[config.mk]
export PLATFORM = sky130hd
export DESIGN_NAME = sort_then_halving_step_search_core
export DESIGN_NICKNAME = d
export VERILOG_FILES = /design/src/hdl/stsc_pkg.sv /design/src/hdl/stsc_ram.sv /design/src/hdl/stsc_ctrl.sv /design/src/hdl/sort_then_halving_step_search_core.sv
export VERILOG_INCLUDE_DIRS = /design/src /design/src/hdl
export SDC_FILE = /design/constraint.sdc
export NUM_CORES = 1
export LEC_CHECK = 0
export ABC_AREA = 0
export BUFFER_PORTS_ARGS = -buffer_cell sky130_fd_sc_hd__clkbuf_2
export CAP_MARGIN = 10
export CORE_AREA = 2 2 337 339
export CTS_BUF_LIST = sky130_fd_sc_hd__clkbuf_4
export DETAILED_ROUTE_END_ITERATION = 8
export DIE_AREA = 0 0 339 341
export PLACE_DENSITY = 0.61
export SKIP_CTS_REPAIR_TIMING = 1
export SLEW_MARGIN = 5
export SYNTH_ARGS = -nofsm -noshare
export SYNTH_HDL_FRONTEND = slang
export SYNTH_SLANG_ARGS = --single-unit
export TNS_END_PERCENT = 100
[constraint.sdc]
create_clock -name aclk -period 5.98 [get_ports aclk]
set_input_delay 1.196 -clock aclk [delete_from_list [all_inputs] [get_ports aclk]]
set_output_delay 1.196 -clock aclk [all_outputs]
set_load 0.02 [all_outputs]
[src/hdl/sort_then_halving_step_search_core_macros.svh]
// Assertion helpers used by the RTL file stsc_ctrl.sv.
`ifndef SORT_THEN_HALVING_STEP_SEARCH_CORE_MACROS_SVH
`define SORT_THEN_HALVING_STEP_SEARCH_CORE_MACROS_SVH

// Same-cycle implication, checked outside reset.
`define STSC_ASSERT_IMPL(label, ante, cons, msg) \
    label: assert property (@(posedge aclk) disable iff (!aresetn) (ante) |-> (cons)) \
        else $error(msg);

// Next-cycle implication, checked outside reset.
`define STSC_ASSERT_NEXT(label, ante, cons, msg) \
    label: assert property (@(posedge aclk) disable iff (!aresetn) (ante) |=> (cons)) \
        else $error(msg);

`endif

[src/hdl/stsc_pkg.sv]
`timescale 1ns / 1ps
`default_nettype none

package stsc_pkg;

    localparam int ENTRIES = 64;
    localparam int ADDR_W  = $clog2(ENTRIES);
    localparam int CNT_W   = $clog2(ENTRIES + 1);
    localparam int VAL_W   = 16;
    localparam int POS_W   = 6;
    localparam int STEP_W  = 7;
    localparam int SHIFT_W = STEP_W + 1;

    localparam logic [STEP_W-1:0] STEP_MAX  = 7'd127;
    localparam logic [STEP_W-1:0] STEP_INIT = 7'd1;
    localparam logic [VAL_W-1:0]  KEY_RESET = 16'd850;

    typedef enum logic [3:0] {
        S_LOAD,
        S_SORT_I,
        S_SORT_BASE,
        S_SORT_SCAN,
        S_SORT_SWAP,
        S_SORT_SWAP2,
        S_SRCH_RD,
        S_SRCH_CUR,
        S_SRCH_NB,
        S_DONE
    } stsc_state_t;

    typedef struct packed {
        logic              we;
        logic [ADDR_W-1:0] waddr;
        logic [VAL_W-1:0]  wdata;
        logic [ADDR_W-1:0] raddr;
    } stsc_ram_req_t;

    typedef struct packed {
        logic              found;
        logic [POS_W-1:0]  pos;
        logic [STEP_W-1:0] step;
    } stsc_result_t;

endpackage

`default_nettype wire

[src/hdl/stsc_ram.sv]
`timescale 1ns / 1ps
`default_nettype none

module stsc_ram
    import stsc_pkg::*;
(
    input  wire logic          aclk,
    input  wire stsc_ram_req_t req,
    output logic [VAL_W-1:0]   rdata
);

    logic [VAL_W-1:0] mem [ENTRIES];

    always_ff @(posedge aclk) begin
        if (req.we) begin
            mem[req.waddr] <= req.wdata;
        end
        rdata <= mem[req.raddr];
    end

endmodule

`default_nettype wire

[src/hdl/stsc_ctrl.sv]
`timescale 1ns / 1ps
`default_nettype none
`include "sort_then_halving_step_search_core_macros.svh"

module stsc_ctrl
    import stsc_pkg::*;
(
    input  wire logic             aclk,
    input  wire logic             aresetn,
    input  wire logic             s_tvalid,
    output logic                  s_tready,
    input  wire logic [VAL_W-1:0] s_tdata,
    input  wire logic             s_tlast,
    input  wire logic [VAL_W-1:0] search_key,
    output stsc_ram_req_t         ram_req,
    input  wire logic [VAL_W-1:0] ram_rdata,
    output logic                  res_valid,
    input  wire logic             res_ready,
    output stsc_result_t          res
);

    stsc_state_t        state_reg, state_next;
    logic [CNT_W-1:0]   count_reg, count_next;
    logic [CNT_W-1:0]   n_reg, n_next;
    logic [ADDR_W-1:0]  i_reg, i_next;
    logic [ADDR_W-1:0]  j_reg, j_next;
    logic [ADDR_W-1:0]  midx_reg, midx_next;
    logic [VAL_W-1:0]   min_reg, min_next;
    logic [VAL_W-1:0]   base_reg, base_next;
    logic [VAL_W-1:0]   cur_reg, cur_next;
    logic [ADDR_W-1:0]  p_reg, p_next;
    logic [STEP_W-1:0]  step_reg, step_next;
    logic               found_reg, found_next;

    logic [STEP_W-1:0]  step_sat;
    logic [SHIFT_W-1:0] shift_amt;
    logic [CNT_W-1:0]   move_raw, move_len, room;
    logic [ADDR_W-1:0]  p_moved;
    logic               between;

    always_ff @(posedge aclk) begin
        if (!aresetn) begin
            state_reg <= S_LOAD;
            count_reg <= '0;
        end else begin
            state_reg <= state_next;
            count_reg <= count_next;
        end
        n_reg     <= n_next;
        i_reg     <= i_next;
        j_reg     <= j_next;
        midx_reg  <= midx_next;
        min_reg   <= min_next;
        base_reg  <= base_next;
        cur_reg   <= cur_next;
        p_reg     <= p_next;
        step_reg  <= step_next;
        found_reg <= found_next;
    end

    always_comb begin
        step_sat  = (step_reg == STEP_MAX) ? STEP_MAX : step_reg + STEP_INIT;
        shift_amt = SHIFT_W'(step_reg) + SHIFT_W'(1);
        move_raw  = n_reg >> shift_amt;
        move_len  = (move_raw == '0) ? CNT_W'(1) : move_raw;
        room      = n_reg - CNT_W'(1) - CNT_W'(p_reg);
        if (cur_reg < search_key) begin
            between = ram_rdata > search_key;
            p_moved = (move_len >= room) ? ADDR_W'(n_reg - CNT_W'(1))
                                         : ADDR_W'(CNT_W'(p_reg) + move_len);
        end else begin
            between = ram_rdata < search_key;
            p_moved = (move_len >= CNT_W'(p_reg)) ? '0 : p_reg - move_len[ADDR_W-1:0];
        end
    end

    always_comb begin
        state_next    = state_reg;
        count_next    = count_reg;
        n_next        = n_reg;
        i_next        = i_reg;
        j_next        = j_reg;
        midx_next     = midx_reg;
        min_next      = min_reg;
        base_next     = base_reg;
        cur_next      = cur_reg;
        p_next        = p_reg;
        step_next     = step_reg;
        found_next    = found_reg;
        ram_req       = '0;
        ram_req.raddr = p_reg;
        s_tready      = 1'b0;
        res_valid     = 1'b0;

        unique case (state_reg)
            S_LOAD: begin
                s_tready = 1'b1;
                if (s_tvalid) begin
                    if (count_reg != CNT_W'(ENTRIES)) begin
                        ram_req.we    = 1'b1;
                        ram_req.waddr = count_reg[ADDR_W-1:0];
                        ram_req.wdata = s_tdata;
                        count_next    = count_reg + CNT_W'(1);
                    end
                    if (s_tlast) begin
                        n_next     = count_next;
                        count_next = '0;
                        i_next     = '0;
                        found_next = 1'b0;
                        state_next = S_SORT_I;
                    end
                end
            end
            S_SORT_I: begin
                if (CNT_W'(i_reg) + CNT_W'(1) >= n_reg) begin
                    p_next     = n_reg[CNT_W-1:1];
                    step_next  = STEP_INIT;
                    state_next = S_SRCH_RD;
                end else begin
                    ram_req.raddr = i_reg;
                    state_next    = S_SORT_BASE;
                end
            end
            S_SORT_BASE: begin
                base_next     = ram_rdata;
                min_next      = ram_rdata;
                midx_next     = i_reg;
                ram_req.raddr = i_reg + ADDR_W'(1);
                j_next        = i_reg + ADDR_W'(1);
                state_next    = S_SORT_SCAN;
            end
            S_SORT_SCAN: begin
                if (ram_rdata < min_reg) begin
                    min_next  = ram_rdata;
                    midx_next = j_reg;
                end
                if (CNT_W'(j_reg) + CNT_W'(1) < n_reg) begin
                    ram_req.raddr = j_reg + ADDR_W'(1);
                    j_next        = j_reg + ADDR_W'(1);
                end else begin
                    state_next = S_SORT_SWAP;
                end
            end
            S_SORT_SWAP: begin
                if (midx_reg != i_reg) begin
                    ram_req.we    = 1'b1;
                    ram_req.waddr = i_reg;
                    ram_req.wdata = min_reg;
                    state_next    = S_SORT_SWAP2;
                end else begin
                    i_next     = i_reg + ADDR_W'(1);
                    state_next = S_SORT_I;
                end
            end
            S_SORT_SWAP2: begin
                ram_req.we    = 1'b1;
                ram_req.waddr = midx_reg;
                ram_req.wdata = base_reg;
                i_next        = i_reg + ADDR_W'(1);
                state_next    = S_SORT_I;
            end
            S_SRCH_RD: begin
                ram_req.raddr = p_reg;
                state_next    = S_SRCH_CUR;
            end
            S_SRCH_CUR: begin
                cur_next = ram_rdata;
                if (ram_rdata == search_key) begin
                    found_next = 1'b1;
                    state_next = S_DONE;
                end else if (ram_rdata < search_key) begin
                    if (CNT_W'(p_reg) + CNT_W'(1) >= n_reg) begin
                        step_next  = step_sat;
                        state_next = S_DONE;
                    end else begin
                        ram_req.raddr = p_reg + ADDR_W'(1);
                        state_next    = S_SRCH_NB;
                    end
                end else begin
                    if (p_reg == '0) begin
                        step_next  = step_sat;
                        state_next = S_DONE;
                    end else begin
                        ram_req.raddr = p_reg - ADDR_W'(1);
                        state_next    = S_SRCH_NB;
                    end
                end
            end
            S_SRCH_NB: begin
                step_next = step_sat;
                if (between) begin
                    state_next = S_DONE;
                end else begin
                    p_next     = p_moved;
                    state_next = S_SRCH_RD;
                end
            end
            S_DONE: begin
                res_valid = 1'b1;
                if (res_ready) begin
                    state_next = S_LOAD;
                end
            end
            default: begin
                state_next = S_LOAD;
            end
        endcase
    end

    assign res.found = found_reg;
    assign res.pos   = POS_W'(p_reg);
    assign res.step  = step_reg;

    `STSC_ASSERT_IMPL(a_count_bound, 1'b1, count_reg <= CNT_W'(ENTRIES),
        "fill count overran table")
    `STSC_ASSERT_IMPL(a_pos_in_table, state_reg == S_SRCH_RD, CNT_W'(p_reg) < n_reg,
        "search position outside table")
    `STSC_ASSERT_IMPL(a_swap_order, state_reg == S_SORT_SWAP2,
        $past(state_reg) == S_SORT_SWAP && midx_reg != i_reg,
        "second swap write out of order")
    `STSC_ASSERT_NEXT(a_result_hold, state_reg == S_DONE && !res_ready,
        state_reg == S_DONE && $stable(p_reg) && $stable(step_reg) && $stable(found_reg),
        "result changed while stalled")

endmodule

`default_nettype wire

[src/hdl/sort_then_halving_step_search_core.sv]
// Sort-then-search core.
// s_ channel: one shelf value per transfer in s_tdata, s_tlast on the final value.
// Values fill a 64-entry table from index 0; values beyond 64 are dropped.
// After the transfer with s_tlast the table of n entries is sorted ascending by
// selection sort and then searched for the key held in the configuration
// register (cfg_valid/cfg_ready/cfg_data). The sort scans through the single
// read port of the table memory; each search step then reads the current entry
// and, unless it matches or lies at the table's end, its neighbour.
// s_tready is low during sort and search.
// m_ channel: one transfer per run: found in m_tuser, stop position and step
// count in m_tdata. The result sits in an output register; a new run may load
// while it waits, but the next run's result holds until the receiver takes it.
// Reset (aresetn low, synchronous) empties the table count, drops a pending
// result and sets the key to 850. Configure only while the core is idle.
`timescale 1ns / 1ps
`default_nettype none

module sort_then_halving_step_search_core
    import stsc_pkg::*;
(
    input  wire logic             aclk,
    input  wire logic             aresetn,
    input  wire logic             s_tvalid,
    output logic                  s_tready,
    input  wire logic [15:0]      s_tdata,   // [15:0] entry_value
    input  wire logic             s_tlast,
    output logic                  m_tvalid,
    input  wire logic             m_tready,
    output logic [15:0]           m_tdata,   // [5:0] stop_position, [12:6] step_count
    output logic                  m_tuser,   // [0] found
    input  wire logic             cfg_valid,
    output logic                  cfg_ready,
    input  wire logic [VAL_W-1:0] cfg_data
);

    logic [VAL_W-1:0] key_reg;
    logic             m_tvalid_reg, m_tvalid_next;
    logic [15:0]      m_tdata_reg, m_tdata_next;
    logic             m_tuser_reg, m_tuser_next;

    stsc_ram_req_t    ram_req;
    logic [VAL_W-1:0] ram_rdata;
    logic             res_valid, res_ready;
    stsc_result_t     res;

    assign cfg_ready = 1'b1;

    always_ff @(posedge aclk) begin
        if (!aresetn) begin
            key_reg <= KEY_RESET;
        end else if (cfg_valid) begin
            key_reg <= cfg_data;
        end
    end

    stsc_ram u_ram (
        .aclk  (aclk),
        .req   (ram_req),
        .rdata (ram_rdata)
    );

    stsc_ctrl u_ctrl (
        .aclk       (aclk),
        .aresetn    (aresetn),
        .s_tvalid   (s_tvalid),
        .s_tready   (s_tready),
        .s_tdata    (s_tdata),
        .s_tlast    (s_tlast),
        .search_key (key_reg),
        .ram_req    (ram_req),
        .ram_rdata  (ram_rdata),
        .res_valid  (res_valid),
        .res_ready  (res_ready),
        .res        (res)
    );

    assign res_ready = !m_tvalid_reg || m_tready;

    always_comb begin
        m_tvalid_next = m_tvalid_reg;
        m_tdata_next  = m_tdata_reg;
        m_tuser_next  = m_tuser_reg;
        if (m_tvalid_reg && m_tready) begin
            m_tvalid_next = 1'b0;
        end
        if (res_valid && res_ready) begin
            m_tvalid_next = 1'b1;
            m_tdata_next  = {3'b000, res.step, res.pos};
            m_tuser_next  = res.found;
        end
    end

    always_ff @(posedge aclk) begin
        if (!aresetn) begin
            m_tvalid_reg <= 1'b0;
        end else begin
            m_tvalid_reg <= m_tvalid_next;
        end
        m_tdata_reg <= m_tdata_next;
        m_tuser_reg <= m_tuser_next;
    end

    assign m_tvalid = m_tvalid_reg;
    assign m_tdata  = m_tdata_reg;
    assign m_tuser  = m_tuser_reg;

endmodule

`default_nettype wire

**Word level (Yosys, flattened, before mapping)**

Memory sizes are Yosys's and may differ from the RTL's. A register that Yosys moved wholly into a read port is not among the register bits.
Index checks and enable logic that the tools add are counted.
Widths: inputs -> output; s select.

- Bits in registers: 129
- Bits in latches: 0
- Memory bits (writable): 1,024
- Memory bits (read-only): 0
- Bits of input ports: 38
- Output and inout port bits: 20
- Logic and storage cells: 149
- Memories kept: 1

Memory list:

| name | words | width | read ports | clocked after Yosys merged registers in | write ports | RTL line | source |
|---|---|---|---|---|---|---|---|
| u_ram.mem | 64 | 16 | 1 | 1 | 1 | stsc_ram.sv:12 | `logic [VAL_W-1:0] mem [ENTRIES];` |

- $add $sub $neg: 14
- Multiply operators: 0
- Divide/modulo/power cells: 0
- Order comparisons: 9
- Equality and inequality tests: 26
- Shifts and indexed selects: 1
- Muxes and demuxes: 60
- Bitwise operators: 0
- Reductions and logical operators: 22

Operator list:

| kind | number |
|---|---|
| $mux 6 | 16 |
| $mux 23 | 3 |
| $pmux 23 s3 | 1 |
| $mux 7 | 9 |
| $lt 16x16->1 | 3 |
| $pmux 4 s10 | 1 |
| $pmux 6 s2 | 3 |
| $pmux 16 s2 | 1 |
| $mux 4 | 7 |
| $pmux 6 s4 | 1 |
| $add 6x1->7 const B | 3 |
| $ge 7x7->1 | 3 |
| $pmux 7 s3 | 1 |
| $add 6x1->6 const B | 3 |
| $pmux 6 s3 | 1 |
| $eq 16x16->1 | 1 |
| $eq 4x3->1 const B | 4 |
| $gt 16x16->1 | 1 |
| $mux 16 | 1 |
| $add 7x1->7 const B | 2 |
| $ne 2x2->1 const B | 7 |
| $mux 1 | 12 |
| $reduce_and 4->1 | 3 |
| $add 7x1->8 const B | 1 |
| 30 further kinds | 44 |

**Longest topological paths before layout**

- Depth after elaboration: 9
- Mapped depth: 21
- Gate-level depth less buffers: 20

**Modules after synthesis**

From an unflattened synthesis, not the netlist that was laid out.

- Cells, all modules: 2,743
- Area, all modules: 48,979.5 µm²

By module, submodules not included:

| module | times used | cells each | area each (µm²) | sequential area each (µm²) |
|---|---|---|---|---|
| stsc_ram | 1 | 1,829 | 40,042.2 | 31,069.8 |
| stsc_ctrl | 1 | 838 | 7,832.5 | 2,832.7 |
| sort_then_halving_step_search_core | 1 | 76 | 1,104.8 | 760.7 |

**Least setup slack after synthesis**

Ideal clock, no wire load.

- Path kind: register to register
- From: reg u_ctrl.min_reg[1]
- To: reg u_ctrl.midx_reg[0], enable pin
- Setup time: 0.464 ns
- Arrival: 4.125 ns
- Required time: 5.516 ns
- Slack: 1.392 ns
- Cell stages (with the launch flop): 13
- Buffers on the path: 0
- Period minus slack after synthesis: 4.588 ns
- Cells stage by stage: edfxtp_1 inv_1 ha_1 a21o_1 a21o_1 a21o_1 a21o_1 a21o_1 a21oi_1 nor2b_1 o21ai_0 a21oi_1 o41ai_1

- Cells in the longest elaborated chain, start to end: 3

Ends and longest elaborated chain:

| element | RTL line | source |
|---|---|---|
| start: declaration | stsc_ctrl.sv:28 | `logic [VAL_W-1:0] min_reg, min_next;` |
| start signal: assignment | stsc_ctrl.sv:53 | `min_reg <= min_next;` |
| $lt 16x16->1 | stsc_ctrl.sv:133 | `if (ram_rdata < min_reg) begin` |
| $ne 2x1->1 (no source line) | - |  |
| $reduce_and 2->1 (no source line) | - |  |
| end signal: assignment | stsc_ctrl.sv:52 | `midx_reg <= midx_next;` |
| end: declaration | stsc_ctrl.sv:27 | `logic [ADDR_W-1:0] midx_reg, midx_next;` |

No other way between the ends.
A chain may end at the register's enable or synchronous reset.

**Worst setup path in the final report**

- From: reg u_ctrl.p_reg[4]
- To: reg u_ram.rdata[14] (read register of u_ram.mem)

- Cells in the longest elaborated chain, start to end: 6
- Elaborated cells between the ends (all ways): 12
- Classes of those cells: add/sub: 3; order compare: 1; mux: 7; reduce/logical: 1

Ends and longest elaborated chain:

| element | RTL line | source |
|---|---|---|
| start: declaration | stsc_ctrl.sv:31 | `logic [ADDR_W-1:0] p_reg, p_next;` |
| start signal: assignment | stsc_ctrl.sv:56 | `p_reg <= p_next;` |
| $add 6x1->7 | stsc_ctrl.sv:172 | `if (CNT_W'(p_reg) + CNT_W'(1) >= n_reg) begin` |
| $ge 7x7->1 | stsc_ctrl.sv:172 |  |
| $mux 6 | stsc_ctrl.sv:172 |  |
| $mux 6 | stsc_ctrl.sv:171 | `end else if (ram_rdata < search_key) begin` |
| $mux 6 | stsc_ctrl.sv:168 | `if (ram_rdata == search_key) begin` |
| $pmux 6 s4 * | stsc_ctrl.sv:95 | `unique case (state_reg)` |
| end: declaration | stsc_ram.sv:9 | `output logic [VAL_W-1:0] rdata` |

Every way passes the cells marked *; elsewhere a longest branch is shown, timed or not.

==> results.toml <==
[routing]
vias = 32600
drc_errors = 0
finalWirelength_um = 137000
drt_iter0_markers = 3896
wl_per_cell_um = 23.8
dr.pass1.iters = 9
ant_nets = 0
vias_per_cell = 5.63

[grt]
grt_first_pass_wirelength_um = 203000
grt_pass1_vias = 31400
overflow = 0
grt_max_degree = 104
antenna_found_initial = 16
track_usage_pct = 23.6

[floorplanning]
die_h_um = 341
core.rowCount = 123
start_util_pct = 44.7
die_x_um = 339
ioPinCount = 58
core_area_sq_um = 112000
dieArea_sq_um = 116000

[yosys]
ys_seq_elements = 1169
synth-simple-area-share_pct = 13.1
synth_top_family_by_area = "simple AND/OR/NAND/NOR gates"
synthMuxAreaShare_pct = 6.89
async_flop_share_pct = 0
synthXorXnorAreaFrac_pct = 0.788
yosysUniqueCellTypes = 86
ys_top_cells_by_area = "edfxtp_1 (68%), mux2i_1 (6.6%), nand2_1 (5.2%)"
synth_compound_gate_area_share_pct = 4.64
synth-edff-count = 1125
seq_area_frac_synth_pct = 69.3
syn_area_per_cell_sq_um = 13.5
synthCells = 3719
synth_warnings = 0
synthFlopType = "edfxtp_1"
synth_top_area_cell = "edfxtp_1"
synth_top_area_share_pct = 67.5
synthAdderAreaFrac_pct = 2.72
synth.most_common_cell = "edfxtp_1"
synth_area_sq_um = 50000
synth_top_cells_by_count = "edfxtp_1 (1125), nand2_1 (696), nand3_1 (379)"

[timing]
rsz0062_at_grt = "no"
period_share_pct = 93.4
slew_violations = 0
slew_headroom_pct = 18.8
max_freq_ghz = 0.179
skew_ns = 0.114
tightest_slew_ns = 1.22
final-hold-violation-count = 0
setup_viol = 0
period_needed_ns = 5.58
setup_tns_ns = 0

[power_and_ir_drop]
power_leakage_uw = 0.0213
p_per_area_nw_per_um2 = 562
peakVddDrop_mv = 0.453

[critical_path]
crit_family = "simple AND/OR/NAND/NOR gates"
critical_path_required_ns = 7.02
worstSetupEndpointType = "flip-flop"
path_common_cell = "mux2i_1"
path_buf_inv = 3
cpMaxStageDelayCell = "edfxtp_1"
slowest_delay_ns = 0.54
crit_type = "flip-flop to flip-flop"
critPathMaxFanout = 28
start_kind = "flip-flop"
cp.arrival_ns = 6.62
critical_path.cell_chain = "buf_4 > nand3_1 > or3_1 > nand2_1 > ha_1 > nand2_1 > o21ai_0 > a21o_1 > or3b_1 > mux2i_1 > a211o_4 > buf_12 > buf_4 > mux2i_1 > mux2i_1 > a32oi_1 > nand3_1 > or4b_1"

[cts]
clkTransAtPathRegs_ns = 0.06
cts_root_buffer = "clkbuf_4"
clk_path_buf_depth = 4
cts_buffers = 317
clkSinkCount = 1169
htreeDepth = 5
worst_skew_pair.late_latency_ns = 1.22
cts_tree = "yes"

[finish]
fill_cells = 9741
nets = 4234
largest_register_ffs = 1024
top_register = "u_ram.mem"
area_delta_synth_final_pct = 13.5
drive_above_1_share_pct = 18.1
layout.cells.non_filler = 5783

[placement]
dpl.cell_count = 5270
port_buffers = 53
dp_hpwl_um = 86400
gp_congestion = 0.866

[hold_path]
hold_class = "primary input to flip-flop"

[outcome]
status = "completed"

[flow_run]
drv_cap = 0
==> logic make-up (layout without fill, tap and decap cells) <==
logic type / count (synthesis) / after routing
AOI/OAI and AO/OA: 308 / 308
xor gates and xnor gates: 45 / 45
DFF: 1169 / 1169
other: 2 / 12
muxes: 341 / 341
and+or+nand+nor: 1458 / 1458
buffers and inverters: 289 / 843
adders and majority gates: 107 / 107
==> worst min-delay path: stages <==
cell,delay (ns)
clkbuf_2,0.08
nand2_1,0.05
o211ai_1,0.07
==> placed cells by master, fill, tap and decap left out, types with 20 or more instances in the layout <==
master	n
a22oi_1	41
a21oi_1	74
a21o_1	25
or3_1	20
nand3_1	379
nor2b_1	28
clkinv_1	38
ha_1	104
edfxtp_1	1125
xnor2_1	30
nand4_1	89
and3_1	27
o21ai_0	20
clkbuf_2	53
buf_12	22
nor2_1	147
o2111ai_1	28
inv_1	72
clkbuf_4	450
mux2i_1	331
buf_4	174
inv_2	25
dfxtp_1	44
o211ai_1	24
nand2_1	696
==> metrics by stage <==
step	util, %	total power [uW]	instance area, sq um	hold slack (ns)	setup WS (ns)
6_report	50.7	31900	56800	0.260	0.397
5_1_grt	50.7	33500	56800	0.205	0.189
4_1_cts	50.7	32000	56700	0.167	0.497
3_5_place_dp	47.4	25300	53100	0.422	0.452
3_3_place_gp	47.4	25200	53100	0.412	0.529
2_1_floorplan	-	19600	50000	0.400	1.39
==> area by class of cell <==
cell class	count	area (sq um)	area share [%]
Antenna cell	8	20.0	0.0353
Clock buffer	450	3380	5.95
Clock inverter	55	299	0.527
Inverter	89	334	0.589
Multi-Input combinational cell	2263	14200	25.0
Sequential cell	1169	34700	61.1
Tap cell	1500	1880	3.31
Timing Repair Buffer	249	2010	3.54
==> worst paths after layout <==
check	cells after the start	endpoint	from	slack, ns
worst min-delay path	3	key_reg[1]$_SDFFE_PN1P_	cfg_data[1]	0.26
worst max-delay path	18	u_ram.rdata[14]$_DFF_P_	u_ctrl.p_reg[4]$_DFFE_PP_	0.40
worst max register to register	18	u_ram.rdata[14]$_DFF_P_	u_ctrl.p_reg[4]$_DFFE_PP_	0.40
worst min register to register	0	m_tuser$_DFFE_PP_	u_ctrl.found_reg$_DFFE_PP_	0.45
==> power by group <==
part | leakage, uW | switching [uW] | internal [uW]
sequential | 0.0107 | 418 | 10300
combinational | 0.00840 | 9760 | 4730
clock | 0.00223 | 3120 | 3550
==> per-layer routing <==
layer | wire (um) | up-vias | share of wire [%] | global-route usage [%]
met3 | 12000 | 245 | 8.7 | 4.17
li1 | - | 14800 | - | -
met1 | 58500 | 16000 | 43 | 33.2
met4 | 3550 | 2 | 2.6 | 8.15
met2 | 63500 | 1503 | 46 | 37.0
met5 | 17 | - | 0.012 | 0
No activity file was read; power rests on OpenSTA's default activity.
